### src/hdl/dsftk_queue.sv
// small synchronous fifo used between the pipeline parts
module dsftk_queue #(
   parameter int unsigned WIDTH = 8,
   parameter int unsigned DEPTH = 2
) (
   input  logic             clock,
   input  logic             reset,
   input  logic             push,
   input  logic [WIDTH-1:0] push_data,
   output logic             full,
   input  logic             pop,
   output logic [WIDTH-1:0] pop_data,
   output logic             empty
);

   localparam int unsigned AW  = $clog2(DEPTH);
   localparam int unsigned CNW = $clog2(DEPTH + 1);

   logic [WIDTH-1:0] mem_ff [DEPTH];
   logic [AW-1:0]    wr_ptr_ff, wr_ptr_in;
   logic [AW-1:0]    rd_ptr_ff, rd_ptr_in;
   logic [CNW-1:0]   count_ff, count_in;
   logic             do_push, do_pop;

   assign full     = (count_ff == CNW'(DEPTH));
   assign empty    = (count_ff == '0);
   assign do_push  = push && !full;
   assign do_pop   = pop && !empty;
   assign pop_data = mem_ff[rd_ptr_ff];

   // depth is a power of two, pointers wrap on their own
   always_comb begin
      wr_ptr_in = wr_ptr_ff + AW'(do_push);
      rd_ptr_in = rd_ptr_ff + AW'(do_pop);
      count_in  = count_ff + CNW'(do_push) - CNW'(do_pop);
   end

   always_ff @(posedge clock) begin
      if (reset) begin
         wr_ptr_ff <= '0;
         rd_ptr_ff <= '0;
         count_ff  <= '0;
      end else begin
         wr_ptr_ff <= wr_ptr_in;
         rd_ptr_ff <= rd_ptr_in;
         count_ff  <= count_in;
      end
   end

   always_ff @(posedge clock) begin
      if (do_push) begin
         mem_ff[wr_ptr_ff] <= push_data;
      end
   end

endmodule

### config.mk
export PLATFORM = sky130hd
export DESIGN_NAME = dsftk_queue
export DESIGN_NICKNAME = d
export VERILOG_FILES = /design/src/hdl/dsftk_queue.sv
export SDC_FILE = /design/constraint.sdc
export NUM_CORES = 1
export LEC_CHECK = 0
export ABC_AREA = 1
export BUFFER_PORTS_ARGS = -buffer_cell sky130_fd_sc_hd__buf_2
export CORE_MARGIN = 2
export CORE_UTILIZATION = 57
export CTS_BUF_LIST = sky130_fd_sc_hd__clkbuf_4
export CTS_CLUSTER_SIZE = 28
export DETAILED_ROUTE_END_ITERATION = 10
export GPL_ROUTABILITY_DRIVEN = 1
export PLACE_DENSITY = 0.89
export SYNTH_ARGS = -nofsm -noshare
export SYNTH_HDL_FRONTEND = slang
export SYNTH_SLANG_ARGS = --single-unit
export TNS_END_PERCENT = 1
### constraint.sdc
create_clock -name clock -period 3.35 [get_ports clock]
set_clock_uncertainty 0.05 [all_clocks]
set_input_delay 0.1675 -clock clock [delete_from_list [all_inputs] [get_ports clock]]
set_output_delay 0.1675 -clock clock [all_outputs]
set_load 0.01 [all_outputs]
; ---- Yosys cells after proc, flatten, opt, wreduce, memory -nomap -nowiden
; Memories as Yosys holds them, arrays and structs flattened. A register that Yosys moved wholly into a read port is not among the register bits.
; Cells that the tools add are included.
[word_totals]
regBits = 4
latchBits = 0
mem_bits_rw = 16
romBits = 0
in_bits = 12
out_inout_bits = 10
memories = 1
[op_classes]
addsub = 4
mul = 0
n_div = 0
magnitude_cmp = 0
n_eq_ne = 1
shifts = 0
muxes = 3
n_bitwise = 0
n_reduce_logical = 5
[mem_list]
columns = name, depth, word_bits, read_ports, rd_clocked_by_memory_dff, write_ports, line
row1 = mem_ff, 2, 8, 1, 1, 1, 19  ; logic [WIDTH-1:0] mem_ff [DEPTH];
[op_table]
columns = op, count
row1 = 1-bit two-way mux, 3
row2 = 1-bit adder, 2
row3 = 2-bit by 1-bit adder with 2-bit output, 1
row4 = 2-bit == test (second input constant), 1
row5 = 1-bit logical AND, 2
row6 = 1-bit logical NOT, 2
row7 = 2-bit logical NOT, 1
row8 = 2-bit by 1-bit subtractor with 2-bit output, 1

; ---- Depth between registers and ports, before layout
[depth]
ltp_word = 5
depth_mapped = 10

; ---- Worst setup path after synthesis
; No wires, ideal clock.
[synth_timing]
path_type = reg-to-reg
from = register count_ff[0]
to = register count_ff[1]
setup_time_ns = 0.115
t_arrival_ns = 1.373
required_ns = 3.185
slack_ns = 1.812
path_stages_with_launch = 10
path_buffers = 0
period_less_slack_ns = 1.538
cell_sequence = dfxtp_1 nor2_1 nor2_2 ha_1 inv_1 ha_1 inv_1 nand2_1 a21oi_1 nor2_1
[synth_rtl]
columns = element, line
row1 = from (decl), 22  ; logic [CNW-1:0] count_ff, count_in;
row2 = from (signal assigned), 46  ; count_ff <= count_in;
row3 = 2-bit logical NOT, 26  ; assign empty = (count_ff == '0);
row4 = net empty, 13  ; output logic empty
row5 = 1-bit logical NOT, 28  ; assign do_pop = pop && !empty;
row6 = 1-bit logical AND, 28
row7 = 2-bit by 1-bit subtractor with 2-bit output, 35  ; count_in = count_ff + CNW'(do_push) - CNW'(do_pop);
; The timed path passes the listed nets, and every way through them passes these cells.
; A chain may end at the register's enable or synchronous reset.

; ---- Worst setup path after layout
[layout_timing]
from = register count_ff[1]
to = register count_ff[1]
[layout_between]
elab_chain_len = 5
[layout_lines]
columns = element, line
row1 = 2-bit == test, 25  ; assign full = (count_ff == CNW'(DEPTH));
row2 = 1-bit logical NOT, 27  ; assign do_push = push && !full;
row3 = 1-bit logical AND, 27
row4 = 2-bit by 1-bit adder with 2-bit output, 35
row5 = 2-bit by 1-bit subtractor with 2-bit output (*), 35
; Mark *: on every way between the ends. The rest lies on a longest branch, timed or not.

==> flow_metrics.py <==
metrics = {
    "status": {
        "status": "complete, no violations",
    },
    "hold_path": {
        "min_from": "push_data[4]",
        "hold_depth": 1,
        "worstHoldPathType": "in -> reg",
        "hold-path-endpoint": "mem_ff[0][4]",
    },
    "timing": {
        "fmax_mhz": 593,
        "period_minus_slack_ps": 1690,
        "hold_viol": 0,
        "slew_headroom_pct": 63.1,
        "fin_crit_sh_pct": 50.4,
        "drv_slew": 0,
        "hold_ws_ps": 12.3,
        "tightest_slew_ps": 553,
        "fin_setup_tns_ps": 0,
        "worst_slack_ps": 1660,
        "setup-violations-final": 0,
        "grt_setup_unrepaired": "no",
    },
    "die": {
        "fp.dieW_um": 42.6,
        "rows": 13,
        "core_um2": 1350,
        "start_util_pct": 63.0,
        "chipHeight_um": 42.6,
        "design.die.area_um2": 1820,
        "pin_count": 22,
    },
    "power_and_ir_drop": {
        "p_clk_share_pct": 23.6,
        "pwr-share-comb_pct": 31.4,
        "sw_frac_of_total_pct": 29.2,
        "powerDensity_nw_per_um2": 775,
        "power.internal_w": 0.000575,
        "power.leakage_nw": 0.471,
        "pwr-share-seq_pct": 45.0,
        "vdd.ir_drop.worst_v": 0.000498,
        "p_switching_w": 0.000236,
        "total_power_w": 0.000811,
    },
    "setup_path": {
        "cp-end-kind": "flop",
        "path_cells": "inv_1 -> o21ai_0 -> ha_1 -> inv_1 -> ha_1 -> inv_1 -> nand2_1 -> nand3_1 -> nand2_1 -> nor2_1",
        "critPathSlowestCell": "dfxtp_1",
        "crit_path_max_fanout": 5,
        "r2r-start": "count_ff[1]",
        "crit_cells": 10,
        "start_kind": "flop",
        "r2r_end": "count_ff[1]",
        "rr_worst_depth": 10,
        "crit_top_cell": "inv_1",
        "crit_family": "adder cells",
        "cpPeakStageDelay_ps": 370,
        "critical_path_required_ps": 3490,
        "r2r_slack_ps": 1660,
        "cp.arrival_ps": 1830,
        "worstSetupPathType": "reg -> reg",
        "path_buf_inv": 3,
    },
    "detailed_routing": {
        "drc": 0,
        "viasPerCell": 5.02,
        "first_pass_iters": 4,
        "vias": 512,
        "drtIter0Drc": 9,
        "routedWlPerCell_um": 13.1,
        "ant_nets": 0,
        "drt-total-wl_mm": 1.34,
    },
    "cells_and_area": {
        "area_delta_synth_final_pct": 22.9,
        "final_cell_mix": "21 x buf_2, 16 x edfxtp_1, 10 x inv_1",
        "fin_nets": 104,
        "drive_gt1_share_pct": 39.1,
        "layout_commonest_cell": "buf_2",
        "antenna_cells": 0,
    },
    "synthesis": {
        "syn-num-nets": 76,
        "synth-warning-count": 0,
        "netlist_area_um2": 851,
        "yosysUniqueCellTypes": 12,
        "syn_inst": 60,
        "synth_area_per_cell_um2": 14.2,
        "ys_ff_latch": 20,
        "yosysSeqAreaShare_pct": 65.9,
    },
    "cts": {
        "cts_root_buf": "clkbuf_4",
        "clock-sinks": 20,
        "cts_buffer_depth": 2,
        "htree_levels": 1,
        "clock_latency_ps": 290,
        "cts_tree": "done",
        "cts_buffers": 3,
        "clk_pin_slew_ps": 110,
    },
    "global_routing": {
        "antenna_found_initial": 0,
        "grt_pass1_wl_mm": 2.36,
        "grt_pass1_vias": 539,
        "grt_overflow": 0,
        "track_usage_pct": 18.0,
        "grt_max_degree": 13,
    },
    "placement": {
        "portBuffers": 21,
        "detailed_place_hpwl_um": 948,
        "preCtsSetupSlack_ps": 1710,
        "gp_congestion": 0.797,
    },
    "run": {
        "max_cap_viol_count": 0,
    },
}
## metrics by stage
stage          instance area (um2)  std cells  utilization (%)
6_report                      1050        102             77.5
3_5_place_dp                   963         95             71.4
3_3_place_gp                   963         95             71.4
2_1_floorplan                  851         60                -
5_1_grt                       1050        102             77.5
4_1_cts                       1050        102             77.5
## power groups by stage
stage / registers, W / clock network, W / logic, W
CTS: 0.000366 / 0.000197 / 0.000257
detailed placement: 0.000371 / 0 / 0.000252
finish: 0.000365 / 0.000192 / 0.000255
floorplan: 0.000347 / 0 / 0.000199
global route: 0.000373 / 0.000206 / 0.000288
global placement: 0.000366 / 0 / 0.000239
## worst register-to-register path, stage by stage, from the launching register on
cell and delay (ps):
dfxtp_1 370, inv_1 110, o21ai_0 250, ha_1 280
inv_1 60, ha_1 160, inv_1 40, nand2_1 80
nand3_1 90, nand2_1 60, nor2_1 40
## cell families (layout without fill, tap and decap cells)
kind of cell	count (synthesis)	after routing	share of synthesized area, %
flip-flops	20	20	65.9
buffers and inverters	11	38	5.74
adder cells (fa/ha/maj)	4	4	5.88
multiplexers	8	8	14.1
AO/OA/AOI/OAI	2	2	1.18
AND/OR/NAND/NOR	15	15	7.21
## area by class of cell
class,count,area (um2)
fill,83,304
multi-input combinational,29,241
inverter,10,37.5
tap,15,18.8
clock inverter,1,30.0
clock buffer,3,22.5
sequential,20,561
timing repair buffer,24,135
## cell usage after synthesis
cell type	instances	area (um2)
edfxtp_1	16	480
inv_1	10	37.5
mux2_4	8	120
nor2_1	7	26.3
nand2_1	5	18.8
dfxtp_1	4	80.1
ha_1	4	50.1
nand3_1	2	10.0
a21oi_1	1	5.00
buf_6	1	11.3
nor2_2	1	6.26
o21ai_0	1	5.00
## registers in the layout (all words and copies together), names as in the netlist
| register | count |
|---|---|
| rd_ptr_ff | 1 |
| count_ff | 2 |
| wr_ptr_ff | 1 |
| mem_ff | 16 |
## timing repair
action	4_1_cts	5_1_grt
setup buffers	0	0
endpoints found under the hold margin	6	0
hold buffers	3	0
setup endpoints to repair	0	0
resized for setup	0	0
## routing by layer
metal	vias to the layer above	global-route usage, %	routed length [um]
met3	2	2.59	64
met4	0	9.38	14
li1	258	-	-
met5	-	0	0
met2	22	30.0	703
met1	230	22.3	556
## worst max-delay path by stage
stage | slack [ps] | start | endpoint
after floorplan | 1810 | count_ff[0] | count_ff[1]
after global placement | 1880 | count_ff[0] | count_ff[1]
after detailed placement | 1710 | count_ff[1] | count_ff[1]
after CTS | 1630 | rd_ptr_ff | pop_data[3]
after global routing | 1520 | count_ff[1] | count_ff[1]
final | 1660 | count_ff[1] | count_ff[1]
No activity file was read; power rests on OpenSTA's default activity.
