--- src/hdl/dsftk_pkg.sv ---
// shared types, constants and register codes for the detection score filter
package dsftk_pkg;

   localparam int unsigned CAPACITY_DEFAULT = 64;
   localparam int unsigned QUEUE_DEPTH      = 2;

   localparam int unsigned CSR_INDEX_W = 3;
   localparam int unsigned CSR_DATA_W  = 64;
   localparam int unsigned MAX_DET_W   = 7;

   localparam logic [15:0]           SCORE_THRESHOLD_RESET = 16'd16384;
   localparam logic                  CLASS_FILTER_EN_RESET = 1'b0;
   localparam logic [63:0]           CLASS_MASK_RESET      = 64'd0;
   localparam logic [MAX_DET_W-1:0]  MAX_DETECTIONS_RESET  = '0;

   typedef enum logic [CSR_INDEX_W-1:0] {
      CSR_SCORE_THRESHOLD = 3'd0,
      CSR_CLASS_FILTER_EN = 3'd1,
      CSR_CLASS_MASK      = 3'd2,
      CSR_MAX_DETECTIONS  = 3'd3
   } csr_index_type;

   typedef struct packed {
      logic [15:0]          score_threshold;
      logic                 class_filter_en;
      logic [63:0]          class_mask;
      logic [MAX_DET_W-1:0] max_detections;
   } csr_type;

   typedef struct packed {
      logic [15:0] score;
      logic [15:0] center_x;
      logic [15:0] center_y;
      logic [15:0] width;
      logic [15:0] height;
      logic [15:0] angle;
      logic [7:0]  label;
   } box_type;

   // classified proposal handed from the front end to the ranker
   typedef struct packed {
      logic    keep;
      logic    last;
      box_type box;
   } cand_type;

   typedef struct packed {
      box_type box;
      logic    final_flag;
      logic    no_det;
      logic    ovf;
   } result_type;

   typedef enum logic {
      RK_INSERT,
      RK_DRAIN
   } rank_state_type;

endpackage

--- src/hdl/dsftk_front.sv ---
// front end: score and class filtering of incoming proposals
module dsftk_front import dsftk_pkg::*; (
   input  csr_type            csr,
   input  logic               req_push,
   output logic               req_full,
   input  logic [15:0]        req_center_x,
   input  logic [15:0]        req_center_y,
   input  logic [15:0]        req_box_width,
   input  logic [15:0]        req_box_height,
   input  logic [15:0]        req_confidence,
   input  logic [7:0]         req_class_label,
   input  logic signed [15:0] req_rotation,
   input  logic               req_end_of_set,
   input  logic               cand_full,
   output logic               cand_push,
   output cand_type           cand
);

   logic score_ok;
   logic class_ok;
   logic keep;

   always_comb begin
      score_ok = (req_confidence >= csr.score_threshold);
      // labels above 63 never pass while filtering is on
      class_ok = !csr.class_filter_en ||
                 ((req_class_label[7:6] == 2'b00) && csr.class_mask[req_class_label[5:0]]);
      keep     = score_ok && class_ok;
   end

   always_comb begin
      cand.keep         = keep;
      cand.last         = req_end_of_set;
      cand.box.score    = req_confidence;
      cand.box.center_x = req_center_x;
      cand.box.center_y = req_center_y;
      cand.box.width    = req_box_width;
      cand.box.height   = req_box_height;
      cand.box.angle    = req_rotation;
      cand.box.label    = req_class_label;
   end

   // dropped proposals that do not close a set need no slot in the queue
   assign req_full  = cand_full;
   assign cand_push = req_push && !cand_full && (keep || req_end_of_set);

endmodule

--- config.mk ---
export PLATFORM = sky130hd
export DESIGN_NAME = dsftk_front
export DESIGN_NICKNAME = d
export VERILOG_FILES = /design/src/hdl/dsftk_pkg.sv /design/src/hdl/dsftk_front.sv
export SDC_FILE = /design/constraint.sdc
export NUM_CORES = 1
export LEC_CHECK = 0
export ABC_CLOCK_PERIOD_IN_PS = 4100
export BUFFER_PORTS_ARGS = -buffer_cell sky130_fd_sc_hd__buf_2
export CORE_AREA = 3 3 117 119
export DETAILED_ROUTE_END_ITERATION = 7
export DIE_AREA = 0 0 120 122
export RECOVER_POWER = 25
export SETUP_SLACK_MARGIN = 0.5
export SLEW_MARGIN = 20
export SYNTH_ARGS = -nofsm -noshare
export SYNTH_HDL_FRONTEND = slang
export SYNTH_SLANG_ARGS = --single-unit
--- constraint.sdc ---
create_clock -name vclk -period 4.1
set_input_delay 0.41 -clock vclk [all_inputs]
set_output_delay 0.41 -clock vclk [all_outputs]
set_load 0.01 [all_outputs]
Word level (Yosys, flattened, before mapping)
Cells that the tools add are included.
- $add $sub $neg: 0
- $mul: 0
- div/mod/pow operators: 0
- magnitude comparators: 2
- equality and inequality tests: 0
- shift-type cells: 0
- multiplexer cells: 2
- bitwise gates (word level): 0
- reductions and logical operators: 9
- operators with widths (operator ; count):
    greater-or-equal comparator 16 bit ; 1
    < comparator 6 x 7 -> 1 bit, second input constant ; 1
    binary-select mux 1 bit (select 6 bit) ; 1
    logical AND 1 bit ; 4
    logical NOT 1 bit ; 2
    logical NOT 2 bit ; 1
    logical OR 1 bit ; 2
    two-way mux 1 bit ; 1
- register bits: 0
- bits in latches: 0
- bits in writable memories: 0
- bits in read-only memories: 0
- bits of input ports: 195
- word-level logic and storage cells: 13
- memories: 0

Logic depth before layout (Yosys ltp)
Gate-level depths: netlist of run 1.
- depth after elaboration: 7
- mapped depth: 10

Least setup slack after synthesis of run 1
No wires, ideal clock.
- path type: input -> output
- start point: in req_confidence[0]
- end point: out cand_push
- data arrival time: 2.218 ns
- data required time: 3.690 ns
- slack: 1.472 ns
- cell stages on the path: 9
- path buffers: 0
- cells stage by stage: inv_1 -> ha_1 -> nand2b_1 -> a211oi_1 -> o21bai_1 -> a41oi_1 -> o311ai_0 -> or4b_4 -> a311oi_2
- word-level cells in the longest chain between the ends: 4
- ends and longest elaborated chain (element ; RTL line ; text):
    start: declaration ; dsftk_front.sv:10 ; input logic [15:0] req_confidence,
    greater-or-equal comparator 16 bit ; dsftk_front.sv:24 ; score_ok = (req_confidence >= csr.score_threshold);
    logical AND 1 bit ; dsftk_front.sv:28 ; keep = score_ok && class_ok;
    logical OR 1 bit ; dsftk_front.sv:45 ; assign cand_push = req_push && !cand_full && (keep || req_end_of_set);
    logical AND 1 bit ; dsftk_front.sv:45 ;
    end: declaration ; dsftk_front.sv:15 ; output logic cand_push,
Every way passes these cells.

Worst setup path after layout of run 1
Same ends and word-level chain as after synthesis.

==> results of run 1 <==
-- cell usage in the layout, fill, tap and decap left out, drive strengths merged, types with 2 or more instances in the layout --
| cell type | n |
|---|---|
| buf | 137 |
| inv | 19 |
| mux4 | 16 |
| ha | 16 |
| mux2i | 7 |
| o21ai | 3 |
| a211oi | 3 |
| nor2b | 2 |
| nand2 | 2 |
| a31oi | 2 |
| nand2b | 2 |
| a21o | 2 |
| a21oi | 2 |
-- cell families (layout without fill, tap and decap cells) --
kind of cell    after synthesis  in the layout  synth area share
buf+inv                     130            156             0.496
mux                          23             23             0.264
compound gates               22             22            0.0915
fa+ha+maj                    16             16             0.108
simple gates                 12             12            0.0417
-- routing by layer --
| metal | routed length [um] | track usage | part of all wire |
|---|---|---|---|
| met1 | 1390 | 0.0501 | 0.29 |
| met2 | 2550 | 0.121 | 0.54 |
| met3 | 721 | 0.0218 | 0.15 |
| met4 | 87 | 0.0107 | 0.018 |
| met5 | 13 | 0 | 0.0027 |
-- metrics by stage --
stage	std cells	power (mW)
4_1_cts	401	0.174
3_5_place_dp	401	0.174
3_3_place_gp	401	0.168
6_report	401	0.169
2_1_floorplan	203	0.186
5_1_grt	401	0.189
-- how the worst max path moves through the flow --
| stage | slack (ps) | cells past startpoint | to |
|---|---|---|---|
| after detailed placement | 720 | 12 | cand_push |
| final | 870 | 12 | cand_push |
| after global placement | 820 | 12 | cand_push |
| after CTS | 690 | 12 | cand_push |
| after global routing | 600 | 12 | cand_push |
| after floorplan | 1470 | 9 | cand_push |
-- layout make-up --
class,instances,area [sq um]
tap,172,215
fill,1428,10800
multi-input combinational,73,938
inverter,19,71.3
timing repair buffer,137,688
-- where the power goes --
part | leakage (nW) | internal (mW) | switching, mW
clock network | 0 | 0 | 0
registers | 0 | 0 | 0
logic | 1.06 | 0.0965 | 0.0722
total | 1.06 | 0.0965 | 0.0722
==> flow_summary.ini, run 1 <==
[die]
start_util = 0.147
dieArea_sq_mm = 0.0146
design.portCount = 303
die-height_um = 122
rows = 41
chipWidth_um = 120
design.core.area_sq_mm = 0.0127

[global_routing]
grt_max_degree = 18
grt_pass1_wl_um = 6820
antenna_found_initial = 1
overflow = 0
grt_usage = 0.0572
grt_pass1_vias = 1502

[placement]
gp_congestion = 0.744
io_buffers = 136
pre_cts_ws_ps = 724
dpl-instance-area_sq_mm = 0.00191
dp_hpwl_um = 4520

[clock_network]
cts_setup_buffers = 0
cts.repair.resized = 0
ctsHoldBuffers = 0

[route]
drt_pass1_iterations = 3
drc = 0
vias = 1485
totalWireLength_um = 4760
drtIter0Drc = 17
wire_per_inst_um = 11.9
vias_per_cell = 3.70
antenna_left = 0

[timing]
min_period_over_period = 0.789
fmax_ghz = 0.309
setup_violations = 0
fin_setup_tns_ps = 0
relSlewSlack = 0.753
worstMarginPinSlew_ps = 365
maxSlewViolCount = 0
fin_ws_ps = 866
period_minus_slack_ps = 3230
finalHoldViolations = 0
holdWs_ps = 820
rsz0062_at_grt = no

[worst_hold_path]
whs_path_depth = 0
hold_start = req_rotation[4]
hold_end = cand[12]
hp-class = input pin to output port

[power]
power.leakage_nw = 1.06
p_per_area_mw_per_mm2 = 88.2
peakVddDrop_mv = 0.0314

[critical_path]
start_kind = input pin
crit_start = req_confidence[0]
required_ps = 3690
critPathMaxFanout = 2
cp_top_family = compound AO/OA/AOI/OAI gates
worstSetupEndpointType = output port
worstSetupPathType = input pin to output port
crit_chain = buf_2 > inv_1 > ha_1 > nand2b_1 > a211oi_1 > o21bai_1 > a41oi_1 > o311ai_0 > buf_4 > or4b_4 > a311oi_2 > buf_2
cpMaxStageDelayCell = or4b_4
cp.arrival_ps = 2820
cpPeakStageDelay_ps = 460
critPathBufInv = 4
cp_common_cell = buf_2

[logic_synthesis]
synthCells = 203
synth_top_area_cell = buf_4
synth_top_cell_area_share = 0.432
yosysSeqAreaShare = 0
synth.avg_cell_area_sq_um = 9.17
ys_types = 32
yosys-top-cells-area = buf_4 43%, mux4_1 23%, ha_1 11%
synth_commonest_cells = 107 x buf_4, 19 x inv_1, 16 x ha_1, 16 x mux4_1, 7 x mux2i_1
synth_warnings = 0
synth_area_sq_mm = 0.00186
syn-num-nets = 414
synth_most_common_cell = buf_4

[cells_and_area]
antenna_cells = 0
final_util = 0.151
final_area_sq_mm = 0.00191
regArea_sq_um = 0
final_layout_size_suffix_gt1_frac = 0.611
design.seq.count = 0
clkbuf_count = 0
area_growth_pct = 2.82
nets = 442

[outcome]
status = complete, no violations

[flow_run]
drv_cap = 0
(Power assumes the default switching activity.)
==> run 2, diff against run 1 <==
- ABC_CLOCK_PERIOD_IN_PS: 4100 -> 3200
- clock period: 4.1 -> 3.2 ns (I/O delays scaled with it)
==> run 2 against run 1 <==
  * First-iteration DRC count is 94% higher
  * Combinational power is 37% higher
  * Largest power group unchanged
  * Routed wire length is 3.5% higher
  * Highest routed layer unchanged
  * Clock-buffer cell count stayed put
  * Critical path type unchanged
==> flow_summary.ini, run 2 (same netlist as run 1, synthesis figures left out) <==
[worst_hold_path]
hold_end = cand[12]
whs_path_depth = 0
hp-class = input pin to output port
hold_start = req_rotation[4]

[route]
vias = 1503
antenna_left = 0
totalWireLength_um = 4920
wire_per_inst_um = 12.3
drtIter0Drc = 33
drt_pass1_iterations = 4
vias_per_cell = 3.75
drc = 0

[die]
rows = 41
design.portCount = 303
chipWidth_um = 120
dieArea_sq_mm = 0.0146
start_util = 0.147
die-height_um = 122
design.core.area_sq_mm = 0.0127

[global_routing]
grt_max_degree = 18
overflow = 0
grt_pass1_vias = 1551
grt_usage = 0.0594
grt_pass1_wl_um = 7070
antenna_found_initial = 1

[placement]
dp_hpwl_um = 4550
io_buffers = 136
gp_congestion = 0.751
dp_cells = 401

[power]
power.leakage_nw = 1.07
peakVddDrop_mv = 0.0376
comb_power_share = 1.000
clock_power_share = 0
swShare = 0.428
p_int_mw = 0.132
p_switching_mw = 0.0987
p_per_area_mw_per_mm2 = 117
seqPwrFrac = 0

[critical_path]
worstSetupPathType = input pin to output port
required_ps = 2880
worstSetupEndpointType = output port
start_kind = input pin
cp.arrival_ps = 2480
critPathMaxFanout = 2

[timing]
fin_setup_tns_ps = 0
setup_violations = 0
min_period_over_period = 0.874
maxSlewViolCount = 0
worstMarginPinSlew_ps = 354
relSlewSlack = 0.764
period_minus_slack_ps = 2800
finalHoldViolations = 0
rsz0062_at_grt = yes
fmax_ghz = 0.358

[cells_and_area]
fillers = 1439
clkbuf_count = 0
antenna_cells = 0
regArea_sq_um = 0
fin_cells = 401
nets = 442
layout_common_cells = 133 x buf_2, 18 x inv_1, 16 x mux4_1, 15 x ha_1, 7 x mux2i_1
design.seq.count = 0
area_growth_pct = 6.32
final_common_cell = buf_2
final_layout_size_suffix_gt1_frac = 0.642
multi_input_area_sq_um = 982

[flow_run]
drv_cap = 0

[outcome]
status = complete, no violations

[clock_network]
cts_setup_buffers = 0
[run 2: worst max-delay path, stage by stage]
cell,delay [ps]
buf_8,80
inv_4,30
ha_4,240
nand2b_4,100
a211oi_2,60
o21bai_2,230
a41oi_2,140
o311ai_2,250
buf_4,170
or4b_4,460
a311oi_2,210
buf_2,170
[run 2: stage by stage]
stage	total power [mW]	cell area (sq um)	hold slack, ps	setup slack [ps]	util
2_1_floorplan	0.239	1860	676	752	-
3_3_place_gp	0.216	1910	640	103	0.151
3_5_place_dp	0.222	1910	640	12.2	0.151
4_1_cts	0.236	1980	640	316	0.156
5_1_grt	0.257	1980	640	228	0.156
6_report	0.231	1980	640	403	0.156
[run 2: layer usage]
layer	up-vias	GRT usage	share of wire
li1	671	-	-
met1	659	0.0504	0.29
met2	157	0.126	0.54
met3	14	0.0227	0.15
met4	2	0.0143	0.024
met5	-	0	0.0026
[run 2: layout make-up]
| class | instances | share of cell area |
|---|---|---|
| inverter | 19 | 0.0373 |
| multi-input combinational | 73 | 0.497 |
| tap | 172 | 0.109 |
| timing repair buffer | 137 | 0.357 |
[run 2: what timing repair did]
action                     4_1_cts  5_1_grt
gates resized for setup         14        0
hold buffers                     0        0
pin swaps                        6        2
setup endpoints to repair        2        2
[run 2: how the worst max path moves through the flow]
stage | end | slack [ps] | depth (start not counted) | start
after floorplan | cand_push | 750 | 9 | req_confidence[0]
after global placement | cand_push | 100 | 12 | req_confidence[0]
after detailed placement | cand_push | 10 | 12 | req_confidence[0]
after CTS | cand_push | 320 | 12 | req_confidence[0]
after global routing | cand_push | 230 | 12 | req_confidence[0]
final | cand_push | 400 | 12 | req_confidence[0]
[run 2: power groups by stage]
stage	Sequential (mW)	Combinational, mW	Clock, mW
finish	0	0.231	0
detailed placement	0	0.222	0
CTS	0	0.236	0
global placement	0	0.216	0
global route	0	0.257	0
floorplan	0	0.239	0
